--- config.mk ---
export PLATFORM = sky130hd
export DESIGN_NAME = c2_debug_bus_master_flat
export DESIGN_NICKNAME = d
export VERILOG_FILES = /design/src/rtl/core/c2dbm_pkg.sv /design/src/rtl/core/c2dbm_if.sv /design/src/rtl/core/c2dbm_frame.sv /design/src/rtl/core/c2_debug_bus_master.sv /design/src/flat_wrapper.sv
export SDC_FILE = /design/constraint.sdc
export NUM_CORES = 1
export LEC_CHECK = 0
export ABC_AREA = 1
export BUFFER_PORTS_ARGS = -buffer_cell sky130_fd_sc_hd__buf_2
export CAP_MARGIN = 20
export CORE_MARGIN = 4
export CORE_UTILIZATION = 49
export CTS_CLUSTER_SIZE = 24
export DETAILED_ROUTE_END_ITERATION = 16
export PLACE_DENSITY_LB_ADDON = 0.08
export REMOVE_ABC_BUFFERS = 1
export SETUP_SLACK_MARGIN = 0.02
export SYNTH_ARGS = -nofsm -noshare
export SYNTH_HDL_FRONTEND = slang
export SYNTH_SLANG_ARGS = --single-unit
--- constraint.sdc ---
create_clock -name clk -period 3.5 [get_ports clk]
set_clock_uncertainty 0.05 [all_clocks]
set_input_delay 0 -clock clk [delete_from_list [all_inputs] [get_ports clk]]
set_output_delay 0 -clock clk [all_outputs]
set_load 0.03 [all_outputs]
--- src/rtl/core/c2dbm_pkg.sv ---
// shared types and constants for the c2 debug bus master
package c2dbm_pkg;

  // command codes on the command channel
  localparam logic [2:0] CMD_NONE     = 3'd0;
  localparam logic [2:0] CMD_AR_READ  = 3'd1;
  localparam logic [2:0] CMD_AR_WRITE = 3'd2;
  localparam logic [2:0] CMD_DR_READ  = 3'd3;
  localparam logic [2:0] CMD_DR_WRITE = 3'd4;
  localparam logic [2:0] CMD_RESET    = 3'd5;

  // two-bit instruction codes sent on the bus
  localparam logic [1:0] INS_DATA_READ  = 2'b00;
  localparam logic [1:0] INS_DATA_WRITE = 2'b01;
  localparam logic [1:0] INS_ADDR_READ  = 2'b10;
  localparam logic [1:0] INS_ADDR_WRITE = 2'b11;

  // reset value of the target reset length register
  localparam logic [15:0] RESET_LOW_TICKS_DEF = 16'd20;

  // bits per address or data byte
  localparam logic [3:0] BYTE_BITS = 4'd8;

  // frame sequencer phases
  typedef enum logic [3:0] {
    PH_IDLE  = 4'd0,
    PH_START = 4'd1,
    PH_INS0  = 4'd2,
    PH_INS1  = 4'd3,
    PH_LEN0  = 4'd4,
    PH_LEN1  = 4'd5,
    PH_BITS  = 4'd6,
    PH_WAIT1 = 4'd7,
    PH_WAITP = 4'd8,
    PH_STOP  = 4'd9,
    PH_RESET = 4'd10
  } phase_t;

  // one bus tick as presented on the command channel
  typedef struct packed {
    logic [2:0] cmd;
    logic [7:0] write_byte;
    logic       data_line_in;
  } item_t;

  // pin levels and status for one tick
  typedef struct packed {
    logic       clock_line;
    logic       data_line_out;
    logic       data_drive_enable;
    logic       busy_res;
    logic       done_res;
    logic [7:0] read_byte;
  } result_t;

  // instruction code for a bus command
  function automatic logic [1:0] ins_code(input logic [2:0] c);
    logic [1:0] r;
    r = INS_DATA_READ;
    if (c == CMD_AR_READ) r = INS_ADDR_READ;
    else if (c == CMD_AR_WRITE) r = INS_ADDR_WRITE;
    else if (c == CMD_DR_WRITE) r = INS_DATA_WRITE;
    return r;
  endfunction

endpackage

--- src/rtl/core/c2dbm_if.sv ---
// channel interfaces of the c2 debug bus master

// command channel: one bus tick per transaction
interface c2dbm_cmd_if;
  logic       valid;
  logic       ready;
  logic [2:0] cmd;
  logic [7:0] write_byte;
  logic       data_line_in;
  modport source (output valid, cmd, write_byte, data_line_in, input ready);
  modport sink (input valid, cmd, write_byte, data_line_in, output ready);
endinterface

// result channel: pin levels and status for one tick
interface c2dbm_res_if;
  logic       valid;
  logic       ready;
  logic       clock_line;
  logic       data_line_out;
  logic       data_drive_enable;
  logic       busy_res;
  logic       done_res;
  logic [7:0] read_byte;
  modport source (output valid, clock_line, data_line_out, data_drive_enable, busy_res,
                  done_res, read_byte, input ready);
  modport sink (input valid, clock_line, data_line_out, data_drive_enable, busy_res,
                done_res, read_byte, output ready);
endinterface

// configuration channel: target reset length
interface c2dbm_cfg_if;
  logic        valid;
  logic        ready;
  logic [15:0] data;
  modport source (output valid, data, input ready);
  modport sink (input valid, data, output ready);
endinterface

--- src/rtl/core/c2dbm_frame.sv ---
// frame sequencer: bus state and per-tick pin levels
module c2dbm_frame (
  input  logic              clk,
  input  logic              rst,
  input  logic              en,
  input  logic [15:0]       reset_low_ticks,
  input  c2dbm_pkg::item_t  item,
  output c2dbm_pkg::result_t res
);
  import c2dbm_pkg::*;

  phase_t      phase, phase_next;
  logic [2:0]  active_command, active_command_next;
  logic [3:0]  bit_counter, bit_counter_next;
  logic [7:0]  shift_byte, shift_byte_next;
  logic [15:0] reset_tick_counter, reset_tick_counter_next;
  logic        strobe_half, strobe_half_next;

  logic        rd;
  logic        is_data;
  logic [1:0]  ins;
  logic [15:0] limit;
  logic [3:0]  bc_inc;

  // next state and pin levels for this tick
  always_comb begin
    phase_next              = phase;
    active_command_next     = active_command;
    bit_counter_next        = bit_counter;
    shift_byte_next         = shift_byte;
    reset_tick_counter_next = reset_tick_counter;
    strobe_half_next        = strobe_half;
    res                     = '0;
    res.clock_line          = 1'b1;
    rd                      = 1'b0;
    is_data                 = 1'b0;
    ins                     = INS_DATA_READ;
    limit                   = 16'd1;
    bc_inc                  = '0;

    // idle tick takes a command
    if (phase == PH_IDLE || phase > PH_RESET) begin
      phase_next = PH_IDLE;
      if (item.cmd >= CMD_AR_READ && item.cmd <= CMD_DR_WRITE) begin
        active_command_next = item.cmd;
        phase_next          = PH_START;
        bit_counter_next    = '0;
        shift_byte_next     = (item.cmd == CMD_AR_WRITE || item.cmd == CMD_DR_WRITE) ?
                              item.write_byte : 8'h00;
        strobe_half_next    = 1'b0;
      end else if (item.cmd == CMD_RESET) begin
        active_command_next     = item.cmd;
        phase_next              = PH_RESET;
        reset_tick_counter_next = '0;
      end
    end

    rd      = (active_command_next == CMD_AR_READ) || (active_command_next == CMD_DR_READ);
    is_data = (active_command_next == CMD_DR_READ) || (active_command_next == CMD_DR_WRITE);
    ins     = ins_code(active_command_next);

    if (phase_next == PH_RESET) begin
      // target reset: clock held low
      limit                   = (reset_low_ticks == 16'd0) ? 16'd1 : reset_low_ticks;
      res.busy_res            = 1'b1;
      res.clock_line          = 1'b0;
      reset_tick_counter_next = reset_tick_counter_next + 16'd1;
      if (reset_tick_counter_next >= limit) begin
        res.done_res            = 1'b1;
        phase_next              = PH_IDLE;
        reset_tick_counter_next = '0;
      end
    end else if (phase_next != PH_IDLE) begin
      res.busy_res = 1'b1;
      // low half of a strobe: wait release and read sampling
      if (!strobe_half_next) begin
        if (phase_next == PH_WAITP && item.data_line_in) begin
          if (active_command_next == CMD_DR_READ) begin
            phase_next       = PH_BITS;
            bit_counter_next = '0;
          end else begin
            phase_next = PH_STOP;
          end
        end
        if (rd && ((phase_next == PH_BITS && bit_counter_next != 4'd0) ||
                   phase_next == PH_STOP)) begin
          shift_byte_next = {item.data_line_in, shift_byte_next[7:1]};
        end
        res.clock_line = 1'b0;
      end

      // data pin drive
      unique case (phase_next)
        PH_INS0: begin
          res.data_drive_enable = 1'b1;
          res.data_line_out     = ins[0];
        end
        PH_INS1: begin
          res.data_drive_enable = 1'b1;
          res.data_line_out     = ins[1];
        end
        PH_LEN0, PH_LEN1: begin
          res.data_drive_enable = 1'b1;
        end
        PH_BITS: begin
          if (!rd) begin
            res.data_drive_enable = 1'b1;
            res.data_line_out     = shift_byte_next[0];
          end
        end
        default: begin
        end
      endcase

      // high half ends the strobe and advances the phase (PH_WAITP is left from the low half)
      if (!strobe_half_next) begin
        strobe_half_next = 1'b1;
      end else begin
        strobe_half_next = 1'b0;
        unique case (phase_next)
          PH_START: phase_next = PH_INS0;
          PH_INS0:  phase_next = PH_INS1;
          PH_INS1: begin
            if (is_data) begin
              phase_next = PH_LEN0;
            end else begin
              phase_next       = PH_BITS;
              bit_counter_next = '0;
            end
          end
          PH_LEN0: phase_next = PH_LEN1;
          PH_LEN1: begin
            if (active_command_next == CMD_DR_READ) begin
              phase_next = PH_WAIT1;
            end else begin
              phase_next       = PH_BITS;
              bit_counter_next = '0;
            end
          end
          PH_BITS: begin
            if (!rd) shift_byte_next = {1'b0, shift_byte_next[7:1]};
            bc_inc           = bit_counter_next + 4'd1;
            bit_counter_next = bc_inc;
            if (bc_inc >= BYTE_BITS) begin
              bit_counter_next = '0;
              phase_next       = (active_command_next == CMD_DR_WRITE) ? PH_WAIT1 : PH_STOP;
            end
          end
          PH_WAIT1: phase_next = PH_WAITP;
          PH_WAITP: begin
          end
          default: begin
            res.done_res  = 1'b1;
            res.read_byte = rd ? shift_byte_next : 8'h00;
            phase_next    = PH_IDLE;
          end
        endcase
      end
    end
  end

  // state registers, advanced once per tick
  always_ff @(posedge clk) begin
    if (rst) begin
      phase              <= PH_IDLE;
      active_command     <= CMD_NONE;
      bit_counter        <= '0;
      shift_byte         <= '0;
      reset_tick_counter <= '0;
      strobe_half        <= 1'b0;
    end else if (en) begin
      phase              <= phase_next;
      active_command     <= active_command_next;
      bit_counter        <= bit_counter_next;
      shift_byte         <= shift_byte_next;
      reset_tick_counter <= reset_tick_counter_next;
      strobe_half        <= strobe_half_next;
    end
  end

endmodule

--- src/rtl/core/c2_debug_bus_master.sv ---
// top level of the c2 debug bus master
//
//   channel   dir   transaction
//   cmd_ch    in    one bus tick: cmd, write_byte, data_line_in
//   res_ch    out   pin levels and status for that tick
//   cfg_ch    in    target reset length in ticks
//
// one result per command transaction; a new transaction can be taken every
// cycle while res_ch does not stall. the path is an input register, then the
// frame sequencer feeding a result register. stalls on res_ch hold both stages;
// the input register takes a transaction only when it is empty or moving on.
// synchronous reset returns the bus to idle and the reset length to 20 ticks.
module c2_debug_bus_master (
  input logic         clk,
  input logic         rst,
  c2dbm_cmd_if.sink   cmd_ch,
  c2dbm_res_if.source res_ch,
  c2dbm_cfg_if.sink   cfg_ch
);
  import c2dbm_pkg::*;

  logic [15:0] reset_low_ticks;
  logic        in_valid;
  item_t       in_item;
  logic        out_valid;
  result_t     out_res;
  result_t     step_res;
  logic        adv;

  // stage handshakes
  assign adv          = in_valid && (!out_valid || res_ch.ready);
  assign cmd_ch.ready = !in_valid || adv;
  assign cfg_ch.ready = 1'b1;

  // configuration register
  always_ff @(posedge clk) begin
    if (rst) begin
      reset_low_ticks <= RESET_LOW_TICKS_DEF;
    end else if (cfg_ch.valid) begin
      reset_low_ticks <= cfg_ch.data;
    end
  end

  // input register
  always_ff @(posedge clk) begin
    if (rst) begin
      in_valid <= 1'b0;
    end else if (cmd_ch.ready) begin
      in_valid <= cmd_ch.valid;
    end
  end

  always_ff @(posedge clk) begin
    if (cmd_ch.valid && cmd_ch.ready) begin
      in_item <= '{cmd: cmd_ch.cmd, write_byte: cmd_ch.write_byte,
                   data_line_in: cmd_ch.data_line_in};
    end
  end

  // frame sequencer
  c2dbm_frame u_frame (
    .clk             (clk),
    .rst             (rst),
    .en              (adv),
    .reset_low_ticks (reset_low_ticks),
    .item            (in_item),
    .res             (step_res)
  );

  // result register
  always_ff @(posedge clk) begin
    if (rst) begin
      out_valid <= 1'b0;
    end else if (adv) begin
      out_valid <= 1'b1;
    end else if (res_ch.ready) begin
      out_valid <= 1'b0;
    end
  end

  always_ff @(posedge clk) begin
    if (adv) begin
      out_res <= step_res;
    end
  end

  // result channel
  assign res_ch.valid             = out_valid;
  assign res_ch.clock_line        = out_res.clock_line;
  assign res_ch.data_line_out     = out_res.data_line_out;
  assign res_ch.data_drive_enable = out_res.data_drive_enable;
  assign res_ch.busy_res          = out_res.busy_res;
  assign res_ch.done_res          = out_res.done_res;
  assign res_ch.read_byte         = out_res.read_byte;

endmodule
--- src/flat_wrapper.sv ---
// flat-port wrapper written by rule: the top's interface ports become plain ports
module c2_debug_bus_master_flat import c2dbm_pkg::*;
  (clk, rst, cmd_ch_valid, cmd_ch_cmd, cmd_ch_write_byte, cmd_ch_data_line_in, cmd_ch_ready, res_ch_valid, res_ch_clock_line, res_ch_data_line_out, res_ch_data_drive_enable, res_ch_busy_res, res_ch_done_res, res_ch_read_byte, res_ch_ready, cfg_ch_valid, cfg_ch_data, cfg_ch_ready);
  c2dbm_cmd_if cmd_ch_i ();
  c2dbm_res_if res_ch_i ();
  c2dbm_cfg_if cfg_ch_i ();
  input logic clk;
  input logic rst;
  input wire logic [$bits(cmd_ch_i.valid)-1:0] cmd_ch_valid;
  input wire logic [$bits(cmd_ch_i.cmd)-1:0] cmd_ch_cmd;
  input wire logic [$bits(cmd_ch_i.write_byte)-1:0] cmd_ch_write_byte;
  input wire logic [$bits(cmd_ch_i.data_line_in)-1:0] cmd_ch_data_line_in;
  output wire logic [$bits(cmd_ch_i.ready)-1:0] cmd_ch_ready;
  output wire logic [$bits(res_ch_i.valid)-1:0] res_ch_valid;
  output wire logic [$bits(res_ch_i.clock_line)-1:0] res_ch_clock_line;
  output wire logic [$bits(res_ch_i.data_line_out)-1:0] res_ch_data_line_out;
  output wire logic [$bits(res_ch_i.data_drive_enable)-1:0] res_ch_data_drive_enable;
  output wire logic [$bits(res_ch_i.busy_res)-1:0] res_ch_busy_res;
  output wire logic [$bits(res_ch_i.done_res)-1:0] res_ch_done_res;
  output wire logic [$bits(res_ch_i.read_byte)-1:0] res_ch_read_byte;
  input wire logic [$bits(res_ch_i.ready)-1:0] res_ch_ready;
  input wire logic [$bits(cfg_ch_i.valid)-1:0] cfg_ch_valid;
  input wire logic [$bits(cfg_ch_i.data)-1:0] cfg_ch_data;
  output wire logic [$bits(cfg_ch_i.ready)-1:0] cfg_ch_ready;
  assign cmd_ch_i.valid = cmd_ch_valid;
  assign cmd_ch_i.cmd = cmd_ch_cmd;
  assign cmd_ch_i.write_byte = cmd_ch_write_byte;
  assign cmd_ch_i.data_line_in = cmd_ch_data_line_in;
  assign cmd_ch_ready = cmd_ch_i.ready;
  assign res_ch_valid = res_ch_i.valid;
  assign res_ch_clock_line = res_ch_i.clock_line;
  assign res_ch_data_line_out = res_ch_i.data_line_out;
  assign res_ch_data_drive_enable = res_ch_i.data_drive_enable;
  assign res_ch_busy_res = res_ch_i.busy_res;
  assign res_ch_done_res = res_ch_i.done_res;
  assign res_ch_read_byte = res_ch_i.read_byte;
  assign res_ch_i.ready = res_ch_ready;
  assign cfg_ch_i.valid = cfg_ch_valid;
  assign cfg_ch_i.data = cfg_ch_data;
  assign cfg_ch_ready = cfg_ch_i.ready;
  c2_debug_bus_master u_core (.clk(clk), .rst(rst), .cmd_ch(cmd_ch_i), .res_ch(res_ch_i), .cfg_ch(cfg_ch_i));
endmodule
==> flow_summary.yaml, run 1 <==
critical_path:
  cp.required_ps: 3740
  start_kind: "register"
  reg2reg_from: "u_core.u_frame.phase[2]"
  critical_path_peak_fanout: 8
  r2r_setup_slack_ps: 80
  arrival_ps: 3660
  path_class: "reg2reg"
  critPathCaptureType: "register"
  reg2reg_to: "u_core.u_frame.reset_tick_counter[12]"
  reg2regPathDepth: 27
floorplanning:
  num_rows: 37
  start_util_pct: 50.0
  die_y_um: 110
  fp.dieW_um: 110
  coreArea_sq_um: 10200
  die-area_sq_um: 12100
  io-pin-count: 49
logic_synthesis:
  synth_ff_type: "dfxtp_1"
  synth_cell_types: 43
  synth_top_area_share_pct: 21.2
  yosys_warnings: 0
  ys_seq_area_share_pct: 35.8
  synth_area_sq_um: 5110
  async_flop_share_pct: 0
  yosysMostFrequentCell: "nand2_1"
  synth_edf_count: 25
  synth_area_leader_cell: "dfxtp_1"
  syn_area_per_cell_sq_um: 6.94
  ys_seq_elements: 79
  synth_area_leaders: "dfxtp_1 (21%), edfxtp_1 (15%), nand2_1 (14%)"
  synth_cells: 737
  synthTopCellsByCount: "nand2_1 (197), inv_1 (107), a21oi_1 (55), dfxtp_1 (54), nand3_1 (51)"
sta:
  holdWs_ps: 93.9
  setup_viol: 0
  clock.fmax_mhz: 292
  finalHoldViolCount: 0
  fin_crit_ps: 3420
  fin_tns_setup_ps: 0
  rsz0062_at_grt: "yes"
  drv_slew: 0
  worst_pin_slew_ps: 881
  slew_headroom_pct: 41.2
  timing.final.crit_share_pct: 97.7
drt:
  totalWireLength_mm: 13.6
  wire_per_inst_um: 13.8
  viasPerCell: 5.21
  drcViolationCount: 0
  route.vias.total: 5121
  drt_iter0_drc: 322
  firstDrtPassIters: 5
  ant_nets: 0
cells_and_area:
  fin_nets: 894
  antennaDiodeCount: 0
  area_delta_synth_final_pct: 27.0
  drive_above_1_share_pct: 22.5
  design_area_sq_um: 6490
  fill_cells: 915
pwr:
  peakVddDrop_uv: 349
  power.switching_mw: 0.762
  cellLeakagePower_nw: 3.03
  power_frac_comb_pct: 26.3
  internal_power_mw: 1.54
  p_per_area_nw_per_um2: 355
  seqPwrFrac_pct: 44.7
  finalPower_mw: 2.31
  pwr-share-clk_pct: 29.0
  sw_frac_of_total_pct: 33.0
place:
  gp_congestion: 0.862
  numPortBuffers: 47
  placed_area_sq_um: 5610
  dp_hpwl_mm: 9.18
hold_path:
  min_from: "rst"
  hold_path_class: "in2reg"
  min_delay_worst_endpoint: "u_core.u_frame.shift_byte[4]"
  whs_path_depth: 2
grt:
  grtUsageMet2_pct: 40.7
  grt_usage_pct: 22.8
  grt_pass1_wl_mm: 21.7
  grt_pass1_vias: 4724
  grt-ovfl-total: 0
  grt_start_max_net_pins: 36
  grt.busiest_layer: "met2"
  grt_use_met3_pct: 5.36
  antenna_found_initial: 0
  gr-usage-met1_pct: 26.4
clocking:
  cts_root_buf: "clkbuf_8"
  clock-sinks: 79
  numCtsBuffers: 9
  cts_tree: "yes"
  clk_pin_slew_ps: 80
  cts_max_level: 3
  clk-insertion-delay-late_ps: 370
  clock_path_buffers: 2
status:
  status: "completed"
run:
  cap_violations: 0
[worst max-delay path, stage by stage (launching register included)]
cell and delay [ps]:
dfxtp_2 340, inv_4 90, nand2_4 60, nand3_4 90, nand2_4 70, nand2_8 100
inv_6 40, nor2_4 120, ha_4 150, nand2_4 50, nor2_4 130, nand4_1 180
nor3_2 200, nand3_1 140, nand3b_1 220, nand2_1 80, inv_1 50, ha_2 170
nand2_2 50, a21oi_2 50, a211oi_2 180, inv_1 70, nor2_2 130, nand2_2 100
inv_4 90, buf_12 130, nand3_1 70, a31oi_1 140
[sequential cells by signal, indices dropped and copies added (netlist names)]
signal,flops
u_core.res_ch.data_line_out,1
u_core.u_frame.strobe_half,1
u_core.res_ch.busy_res,1
u_core.res_ch.clock_line,1
u_core.in_item,12
u_core.u_frame.phase,4
u_core.res_ch.done_res,1
u_core.u_frame.shift_byte,8
u_core.u_frame.bit_counter,4
u_core.res_ch.data_drive_enable,1
u_core.reset_low_ticks,16
u_core.res_ch.read_byte,8
u_core.u_frame.active_command,3
u_core.u_frame.reset_tick_counter,16
u_core.res_ch.valid,1
u_core.in_valid,1
[metrics by stage]
stage               util, %  instances  setup WS (ps)
floorplan                 -        713           36.5
global placement       54.8        920          -32.1
detailed placement     54.8        920          -88.2
CTS                    61.0        978           37.5
global route           63.4        982           -173
finish                 63.4        982           79.5
[layout make-up]
type | instances | area (sq um) | area share [%]
clock buffers | 10 | 128 | 1.97
clock inverters | 6 | 52.6 | 0.810
inverters | 112 | 432 | 6.65
multi-input cells | 522 | 2980 | 45.9
flip-flops and latches | 79 | 1840 | 28.3
well taps | 136 | 170 | 2.62
repair buffers | 117 | 887 | 13.7
[worst max path at each step]
stage	from	cells past startpoint	end
after detailed placement	u_core.u_frame.phase[3]	24	u_core.u_frame.phase[3]
final	u_core.u_frame.phase[2]	27	u_core.u_frame.reset_tick_counter[12]
after CTS	u_core.u_frame.phase[2]	27	u_core.u_frame.phase[3]
after floorplan	u_core.u_frame.phase[2]	24	u_core.u_frame.reset_tick_counter[15]
after global placement	u_core.u_frame.phase[3]	23	u_core.u_frame.phase[1]
after global routing	u_core.u_frame.phase[2]	27	u_core.u_frame.reset_tick_counter[0]
[power groups by stage]
stage                     Combinational (mW)  Sequential (mW)  Clock [mW]
after floorplan                        0.368             1.06           0
after global placement                 0.528             1.05           0
after detailed placement               0.537             1.05           0
after CTS                              0.577             1.03       0.685
after global routing                   0.680             1.04       0.728
final                                  0.606             1.03       0.669
[what timing repair did]
action,CTS,global route
hold buffers,37,0
pin swaps,4,29
cloned,0,1
buffers inserted,5,3
resized for setup,9,60
endpoints found under the setup margin,18,26
endpoints found under the hold margin,30,0
[cells by family after synthesis]
kind of cell / count (synthesis) / share of synthesized area [%]
adders and majority gates: 20 / 4.90
DFF: 79 / 35.8
other: 1 / 0.0734
AOI/OAI and AO/OA: 146 / 16.7
and+or+nand+nor: 347 / 30.9
xor gates and xnor gates: 8 / 1.37
buffers and inverters: 136 / 10.2
[routing by layer]
metal | vias to the layer above | wire [um] | part of all wire, %
met5 | - | 0 | 0
met2 | 128 | 6990 | 52
met1 | 2341 | 5570 | 41
met4 | 0 | 350 | 2.6
li1 | 2627 | - | -
met3 | 25 | 654 | 4.8
[cell usage in the layout (no fill, tap or decap), types with 4 or more instances in the layout]
cell	instances
buf_2	47
dfxtp_1	50
nand2_2	19
nor2_1	34
nand3_4	4
a21oi_2	17
xor2_1	5
o21a_1	8
a21oi_1	51
clkbuf_8	9
nor2_4	6
edfxtp_1	25
dlygate4sd3_1	37
o21ai_0	39
clkinv_2	4
inv_1	100
o21ai_1	6
buf_4	30
nand2_1	185
nand3_1	49
ha_1	16
inv_2	8
a31oi_1	15
nor2_2	9
nor4_1	4
nand4_1	12
nand2_4	8
No activity file was read; power rests on OpenSTA's default activity.
==> inputs of run 2 (changes only) <==
==> constraint.sdc (replaced) <==
create_clock -name clk -period 3.25 [get_ports clk]
set_clock_uncertainty 0.05 [all_clocks]
set_input_delay 0 -clock clk [delete_from_list [all_inputs] [get_ports clk]]
set_output_delay 0 -clock clk [all_outputs]
set_load 0.03 [all_outputs]
==> run 2 against run 1 <==
Against the previous run:
- the flow now finishes with violations (setup timing)
- first-iteration DRC count down 19%
- cell area up 2.9%
- fmax up 2.3%
- largest power group unchanged
==> flow_summary.yaml, run 2 (synthesis results as in run 1) <==
grt:
  grt_usage_pct: 23.1
  grt_pass1_wl_mm: 22.1
  grt_pass1_vias: 4844
  grt-ovfl-total: 0
  grt_start_max_net_pins: 35
  antenna_found_initial: 0
sta:
  fin_ws_ps: -93.5
  setup_viol: 18
  rsz0062_at_grt: "yes"
  slew_headroom_pct: 39.7
  timing.final.crit_share_pct: 103
  drv_slew: 0
  worst_pin_slew_ps: 904
  holdWs_ps: 44.9
  clock.fmax_mhz: 299
  fin_crit_ps: 3340
  finalHoldViolCount: 0
clocking:
  clock-sinks: 79
  cts_max_level: 3
  numCtsBuffers: 9
  clock_path_buffers: 2
  cts_root_buf: "clkbuf_8"
  cts_tree: "yes"
  clk_pin_slew_ps: 90
  clk-insertion-delay-late_ps: 390
drt:
  ant_nets: 0
  wire_per_inst_um: 13.5
  totalWireLength_mm: 13.5
  drcViolationCount: 0
  route.vias.total: 5166
  drt_iter0_drc: 261
  firstDrtPassIters: 5
  viasPerCell: 5.15
critical_path:
  reg2regPathDepth: 24
  critPathCaptureType: "register"
  r2r_setup_slack_ps: -90
  critical_path_peak_fanout: 10
  reg2reg_to: "u_core.u_frame.reset_tick_counter[0]"
  reg2reg_from: "u_core.u_frame.phase[2]"
  cp.required_ps: 3510
  arrival_ps: 3610
  path_class: "reg2reg"
  start_kind: "register"
pwr:
  cellLeakagePower_nw: 3.15
  peakVddDrop_uv: 280
  p_per_area_nw_per_um2: 374
  finalPower_mw: 2.50
hold_path:
  hold_path_class: "in2reg"
  min_from: "rst"
  whs_path_depth: 3
  min_delay_worst_endpoint: "u_core.u_frame.shift_byte[4]"
cells_and_area:
  final_cell_mix: "nand2_1 (186), inv_1 (100), buf_4 (52), dfxtp_1 (51), a21oi_1 (49)"
  drive_above_1_share_pct: 25.5
  layout_commonest_cell: "nand2_1"
  fin_cells: 1004
  area_delta_synth_final_pct: 30.7
  antennaDiodeCount: 0
  reg.largest.list: "u_core.reset_low_ticks x16, u_core.u_frame.reset_tick_counter x16, u_core.in_item x12"
  fin_nets: 916
floorplanning:
  fp.dieW_um: 110
  die_y_um: 110
  coreArea_sq_um: 10200
  io-pin-count: 49
  num_rows: 37
  die-area_sq_um: 12100
  start_util_pct: 50.0
place:
  dp_hpwl_mm: 9.29
  gp_congestion: 0.899
  numPortBuffers: 47
  dp.cells: 939
  post-place-ws_ps: -329
status:
  violations: "setup timing"
  status: "finished with violations"
run:
  cap_violations: 0
-- run 2: cell types whose count changed in the layout (fill, tap and decap cells not counted), sizes merged --
| cell | change |
|---|---|
| dlygate4sd3 | -2 |
| bufinv | -1 |
| clkinv | -3 |
| inv | +3 |
| buf | +25 |
| clkinvlp | +2 |
| clkbuf | -2 |
-- run 2: final cells by class --
| cell class | instances | area, sq um |
|---|---|---|
| fill | 918 | 3550 |
| multi-input combinational | 522 | 3040 |
| sequential | 79 | 1840 |
| timing repair buffer | 139 | 1030 |
| inverter | 112 | 429 |
| tap | 136 | 170 |
| clock buffer | 9 | 124 |
| clock inverter | 7 | 55.1 |
-- run 2: how the worst max path moves through the flow --
stage	start	endpoint	slack (ps)	depth (start not counted)
detailed placement	u_core.u_frame.phase[2]	u_core.u_frame.reset_tick_counter[0]	-330	24
finish	u_core.u_frame.phase[2]	u_core.u_frame.reset_tick_counter[0]	-90	24
global placement	u_core.u_frame.phase[2]	u_core.u_frame.phase[1]	-310	24
floorplan	u_core.u_frame.phase[2]	u_core.u_frame.reset_tick_counter[15]	-210	24
CTS	u_core.u_frame.phase[2]	u_core.u_frame.reset_tick_counter[0]	-100	25
global route	u_core.u_frame.phase[2]	u_core.u_frame.reset_tick_counter[4]	-370	27
-- run 2: worst max-delay path: stages, from the launching register on --
cell,delay (ps)
dfxtp_2,350
inv_4,80
nand2_4,60
nand3_4,90
nand2_4,70
nand2_8,90
inv_6,40
buf_6,140
nor2_4,90
nand2_1,70
nor3_2,250
nand4_1,150
and2_1,180
or2_2,310
ha_4,260
nand2_1,70
a21oi_2,40
a211oi_2,130
inv_1,70
nor2_2,150
nand2_2,90
buf_6,130
a21oi_2,110
o21ai_1,70
a21oi_1,120
-- run 2: timing repair --
action	4_1_cts	5_1_grt
endpoints found under the setup margin	19	28
buffers inserted	9	7
hold buffers	35	0
pin swaps	19	29
hold endpoints to repair	30	0
gates resized for setup	37	45
-- run 2: routing by layer --
metal	global-route usage [%]	up-vias	wire length, um
met1	27.2	2371	5810
met4	10.0	0	327
met3	3.73	28	530
li1	-	2663	-
met2	41.6	104	6850
met5	0	-	0
-- run 2: metrics by stage --
step,util (%),setup TNS [ps],instance area [sq um]
global route,65.3,-5730,6680
CTS,63.1,-1140,6450
detailed placement,56.1,-5470,5740
global placement,56.1,-5310,5740
floorplan,-,-2450,5010
finish,65.3,-796,6680
-- run 2: power by group --
part	total, mW	internal, mW	switching (mW)	leakage (nW)
sequential	1.11	1.08	0.0331	0.693
clock	0.703	0.285	0.418	0.0866
combinational	0.685	0.264	0.421	2.37
